$ cat config.mk
export PLATFORM = sky130hd
export DESIGN_NAME = ase_ctrl
export DESIGN_NICKNAME = d
export VERILOG_FILES = /design/src/rtl/ase_pkg.sv /design/src/rtl/ase_ctrl.sv
export SDC_FILE = /design/constraint.sdc
export NUM_CORES = 1
export LEC_CHECK = 0
export ABC_AREA = 1
export BUFFER_PORTS_ARGS = -buffer_cell sky130_fd_sc_hd__buf_2
export CAP_MARGIN = 20
export CORE_AREA = 2 2 39 41
export DETAILED_ROUTE_END_ITERATION = 8
export DIE_AREA = 0 0 41 43
export MAX_ROUTING_LAYER = met4
export PLACE_DENSITY = 0.3
export SYNTH_ARGS = -nofsm -noshare
export SYNTH_HDL_FRONTEND = slang
export SYNTH_SLANG_ARGS = --single-unit
$ cat constraint.sdc
create_clock -name clk -period 1 [get_ports clk]
set_clock_uncertainty 0.15 [all_clocks]
set_input_delay 0.2 -clock clk [delete_from_list [all_inputs] [get_ports clk]]
set_output_delay 0.2 -clock clk [all_outputs]
set_load 0.01 [all_outputs]
$ cat src/rtl/ase_pkg.sv
package ase_pkg;

  // Store geometry
  localparam int DEPTH  = 128;
  localparam int ADDR_W = $clog2(DEPTH);
  localparam int CNT_W  = $clog2(DEPTH + 1);
  localparam int POS_W  = 8;
  localparam int DATA_W = 32;
  // Width used for count / position compares and address math
  localparam int CMP_W  = (CNT_W > POS_W) ? CNT_W : POS_W;

  // Request kinds
  localparam logic [1:0] KIND_PUSH   = 2'd0;
  localparam logic [1:0] KIND_POP    = 2'd1;
  localparam logic [1:0] KIND_PEEK   = 2'd2;
  localparam logic [1:0] KIND_CHANGE = 2'd3;

  // Response status codes
  localparam logic [1:0] ST_OK       = 2'd0;
  localparam logic [1:0] ST_OVERFLOW = 2'd1;
  localparam logic [1:0] ST_EMPTY    = 2'd2;
  localparam logic [1:0] ST_BADINDEX = 2'd3;

  typedef struct packed {
    logic [1:0]              kind;
    logic [POS_W-1:0]        position;
    logic signed [DATA_W-1:0] item_value;
  } req_t;

  typedef struct packed {
    logic signed [DATA_W-1:0] read_data;
    logic [1:0]              status;
  } rsp_t;

  // Controller -> datapath
  typedef struct packed {
    logic take;      // request beat accepted this cycle
    logic load_now;  // load response register from decoded result
    logic load_mem;  // load response register from store read data
  } dp_cmd_t;

  // Datapath -> controller
  typedef struct packed {
    logic needs_read;  // decoded request is a successful pop or peek
  } dp_stat_t;

endpackage

$ cat src/rtl/ase_ctrl.sv
module ase_ctrl (
  input  logic              clk,
  input  logic              rst,
  input  logic              req_valid,
  output logic              req_ready,
  output logic              rsp_valid,
  input  logic              rsp_ready,
  input  ase_pkg::dp_stat_t stat,
  output ase_pkg::dp_cmd_t  cmd
);

  localparam logic S_IDLE = 1'b0;
  localparam logic S_LOOK = 1'b1;

  logic state;
  logic state_next;
  logic rsp_valid_next;

  // Take a beat only when idle and the response register is free this edge
  assign req_ready    = (state == S_IDLE) && (!rsp_valid || rsp_ready);
  assign cmd.take     = req_valid && req_ready;
  assign cmd.load_now = cmd.take && !stat.needs_read;
  assign cmd.load_mem = (state == S_LOOK);

  // Next state and response valid
  always_comb begin
    state_next     = state;
    rsp_valid_next = rsp_valid && !rsp_ready;
    unique case (state)
      S_IDLE: begin
        if (cmd.take) begin
          if (stat.needs_read) begin
            state_next = S_LOOK;
          end else begin
            rsp_valid_next = 1'b1;
          end
        end
      end
      default: begin
        state_next     = S_IDLE;
        rsp_valid_next = 1'b1;
      end
    endcase
  end

  always_ff @(posedge clk) begin
    if (rst) begin
      state     <= S_IDLE;
      rsp_valid <= 1'b0;
    end else begin
      state     <= state_next;
      rsp_valid <= rsp_valid_next;
    end
  end

  // Response register is always free while a store read is in flight
  a_look_empty: assert property (@(posedge clk) disable iff (rst)
    (state == S_LOOK) |-> !rsp_valid)
    else $error("response pending during store read");

  // A successful pop/peek goes through the read cycle
  a_take_read: assert property (@(posedge clk) disable iff (rst)
    (cmd.take && stat.needs_read) |=> (state == S_LOOK && !rsp_valid))
    else $error("read request did not enter read cycle");

  // Read cycle always produces a response beat
  a_look_rsp: assert property (@(posedge clk) disable iff (rst)
    (state == S_LOOK) |=> (rsp_valid && state == S_IDLE))
    else $error("read cycle did not present a response");

  // Any other accepted request answers on the next cycle
  a_take_now: assert property (@(posedge clk) disable iff (rst)
    (cmd.take && !stat.needs_read) |=> rsp_valid)
    else $error("direct response missing");

endmodule
# Word level (Yosys, flattened, before mapping)
# Cells that the tools add are included.
[totals]
reg_bits = 2
inputBits = 5
output_inout_bits = 5
word_cells = 17
[op_classes]
mux = 4
bitwise = 2
n_reduce_logical = 9
[op_table]
columns = ["operator", "count"]
rows = [
  ["logical AND 1 bit", 4],
  ["2-to-1 mux 1 bit", 4],
  ["zero test 1 bit", 3],
  ["OR reduction 3 bit", 1],
  ["NOT 1 bit", 2],
  ["logical OR 1 bit", 1],
]

# Depth between registers and ports, before layout
[depth]
ltp_word = 6
depth_mapped = 5
mapped_depth_nobuf = 5

# Least setup slack after synthesis
# Ideal clock, no wire load.
[synth_path]
path_type = "register to output"
startpoint = "register rsp_valid"
endpoint = "output cmd[1] in the netlist's numbering"
arrival_time_ps = 669
required_time_ps = 650
setup_slack_ps = -19
stages_incl_launch_ff = 4
path_buffers = 0
path_cell_list = "dfxtp_1 nand2_2 nand3_2 nor2_1"
[synth_rtl]
columns = ["item", "line", "source"]
rows = [
  ["from (decl)", "ase_ctrl.sv:6", "output logic rsp_valid,"],
  ["from (signal assigned)", "ase_ctrl.sv:52", "rsp_valid <= rsp_valid_next;"],
  ["to (decl)", "ase_ctrl.sv:9", "output ase_pkg::dp_cmd_t cmd"],
]

==> qor.yml <==
clock_tree:
  clock_sinks: 2
  cts_root_buf: "clkbuf_4"
  clk_pin_slew_ns: 0.03
  clockBufferDepth: 2
  numCtsBuffers: 3
  cts_tree: "done"
  cts_max_level: 1
  clk_latency_ns: 0.23
setup_path:
  r2r_slack_ns: -0.09
  worstPathArrival_ns: 0.91
  cpPeakStageDelay_ns: 0.32
  path_cells: "nand2_4, nand3_4, nor2_2, buf_2"
  required_ns: 0.65
  critPathCaptureType: "output pin"
  r2r_end: "state"
  crit_fanout: 3
  worst_setup_path_start_kind: "flip-flop"
  r2r_start: "rsp_valid"
  reg2regPathDepth: 5
  crit_type: "reg2out"
  slowest_stage: "dfxtp_2"
logic_synthesis:
  syn_area_per_cell_um2: 7.674
  postSynthCellCount: 15
  yosysSeqAreaShare: 0.3478
  yosys.cell_types.count: 8
  syn_area_um2: 115.1
  ys_seq_elements: 2
  synth_nets: 20
  yosysWarnings: 0
run:
  max-cap-violations: 0
drt:
  drt-vias-per-instance: 3.408
  top_layer_used: "met4"
  ant_nets: 0
  drc: 0
  vias: 167
  drt_first_pass_iters: 2
  drt_iter0_drc: 3
  dr_wl_met2_um: 175
  wirelength_um: 409
  post_drt_wl_per_cell_um: 8.347
  wl_met1_um: 156
  wl_met3_um: 69
layout:
  drive_gt1_frac: 0.8485
  nFillCells: 157
  layout.nets: 40
  syn_to_final_growth_pct: 167.4
  layoutNonFillerInstCount: 49
  diodes: 0
timing:
  max_freq_ghz: 0.7917
  timing.final.ws_setup_ns: -0.2631
  max_slew_margin: 0.9097
  period_share: 1.263
  min_period_ns: 1.263
  setup_viol: 6
  worst_pin_slew_ns: 0.1353
  finalHoldViolations: 0
  rsz0062_at_grt: "yes"
  drv_slew: 0
  finalSetupTns_ns: -1.147
die:
  core_area_um2: 1384
  die_w_um: 41
  row_count: 14
  die_h_um: 43
  initial_utilization: 0.08318
  fp.dieArea_um2: 1763
  pin_count: 10
place:
  place.port_buffers: 9
  gp_congestion: 0.6158
  post-dp-hpwl_um: 245
  placed_cells: 40
power_and_ir_drop:
  vdd_drop_max_uv: 290.2
  power.leakage_uw: 0.0001647
  p_per_area_nw_per_um2: 1244
outcome:
  violations: "negative setup slack"
  outcome: "finished with violations"
grt:
  grt_max_degree: 4
  grt_pass1_vias: 171
  grt_overflow: 0
  grt_pass1_wl_um: 683
  grt_usage: 0.06769
  antenna_found_initial: 0
worst_hold_path:
  hold_depth: 3
  hold_class: "in2reg"
  hp-start: "req_valid"
  hold_end: "rsp_valid"
==> cell families after synthesis <==
kind of cell | share of synthesized area
buffers and inverters | 0.2283
AO/OA/AOI/OAI | 0.07610
AND/OR/NAND/NOR | 0.3478
flip-flops | 0.3478
==> registers in the layout, indices dropped and copies added, names as in the netlist <==
register / flops
rsp_valid: 1
state: 1
==> per-stage QoR <==
step	total power [uW]	cell area [um2]	setup slack, ns	hold slack, ns	util
6_report	382.9	307.8	-0.2631	0.1413	0.2224
5_1_grt	411.2	307.8	-0.3114	0.1530	0.2224
4_1_cts	369.4	259.0	-0.2827	0.1018	0.1872
3_5_place_dp	149.8	182.7	-0.06858	0.2434	0.1320
3_3_place_gp	148.5	182.7	-0.05002	0.2376	0.1320
2_1_floorplan	121.0	117.6	0.01539	0.1209	-
==> critical path: cells and delay by family (launching register included) <==
family / cells / cell delay, ns
buffers and inverters: 1 / 0.13
flip-flops: 1 / 0.32
AND/OR/NAND/NOR: 3 / 0.24
==> cell usage after synthesis, drive strengths merged <==
library cell	number	share of area
nor2	2	0.065
buf	1	0.065
inv	5	0.16
nand2	2	0.11
nand3	1	0.087
dfxtp	2	0.35
a21oi	1	0.076
nor3	1	0.087
==> cells in the final DEF, fill, tap and decap left out <==
cell,n
nor2_1,1
dlygate4sd3_1,1
a21oi_2,1
nand3_4,1
nand2_2,1
buf_4,2
nor3_4,1
nor2_2,1
buf_6,7
clkbuf_4,3
buf_2,6
dfxtp_2,2
nand2_4,1
inv_1,3
inv_2,2
==> cell type report <==
type,count,area (um2),area share
Sequential cell,2,42.54,0.1382
Clock buffer,3,22.52,0.07317
Tap cell,16,20.02,0.06504
Timing Repair Buffer,16,133.9,0.4350
Inverter,5,18.77,0.06098
Multi-Input combinational cell,7,70.07,0.2276
==> layer usage <==
metal | track usage | up-vias
met2 | 0.07813 | 12
met4 | 0.06000 | 0
met5 | - | -
li1 | - | 80
met1 | 0.06369 | 73
met3 | 0.06283 | 2
==> report_power, final <==
part	switching, uW	leakage [uW]	internal [uW]
sequential	4.51	0.0000172	86.2
clock	47.1	0.0000138	132
combinational	47.7	0.000134	65.1
==> worst max path at each step <==
stage | cells past startpoint | endpoint | slack [ns] | startpoint
detailed placement | 4 | cmd[1] | -0.07 | state
floorplan | 3 | cmd[1] | 0.02 | rsp_valid
global placement | 4 | cmd[1] | -0.05 | rsp_valid
finish | 4 | cmd[1] | -0.26 | rsp_valid
CTS | 4 | cmd[1] | -0.28 | rsp_valid
global route | 4 | cmd[1] | -0.31 | rsp_valid
==> timing repair <==
action                                  CTS  global route
hold endpoints to repair                  2             0
endpoints found under the setup margin    5             7
cloned                                    0             0
gates resized for setup                   8             6
setup buffers                             2             3
hold buffers                              1             0
pin swaps                                 2             3
Note: power is estimated with default switching activity, not from simulation.
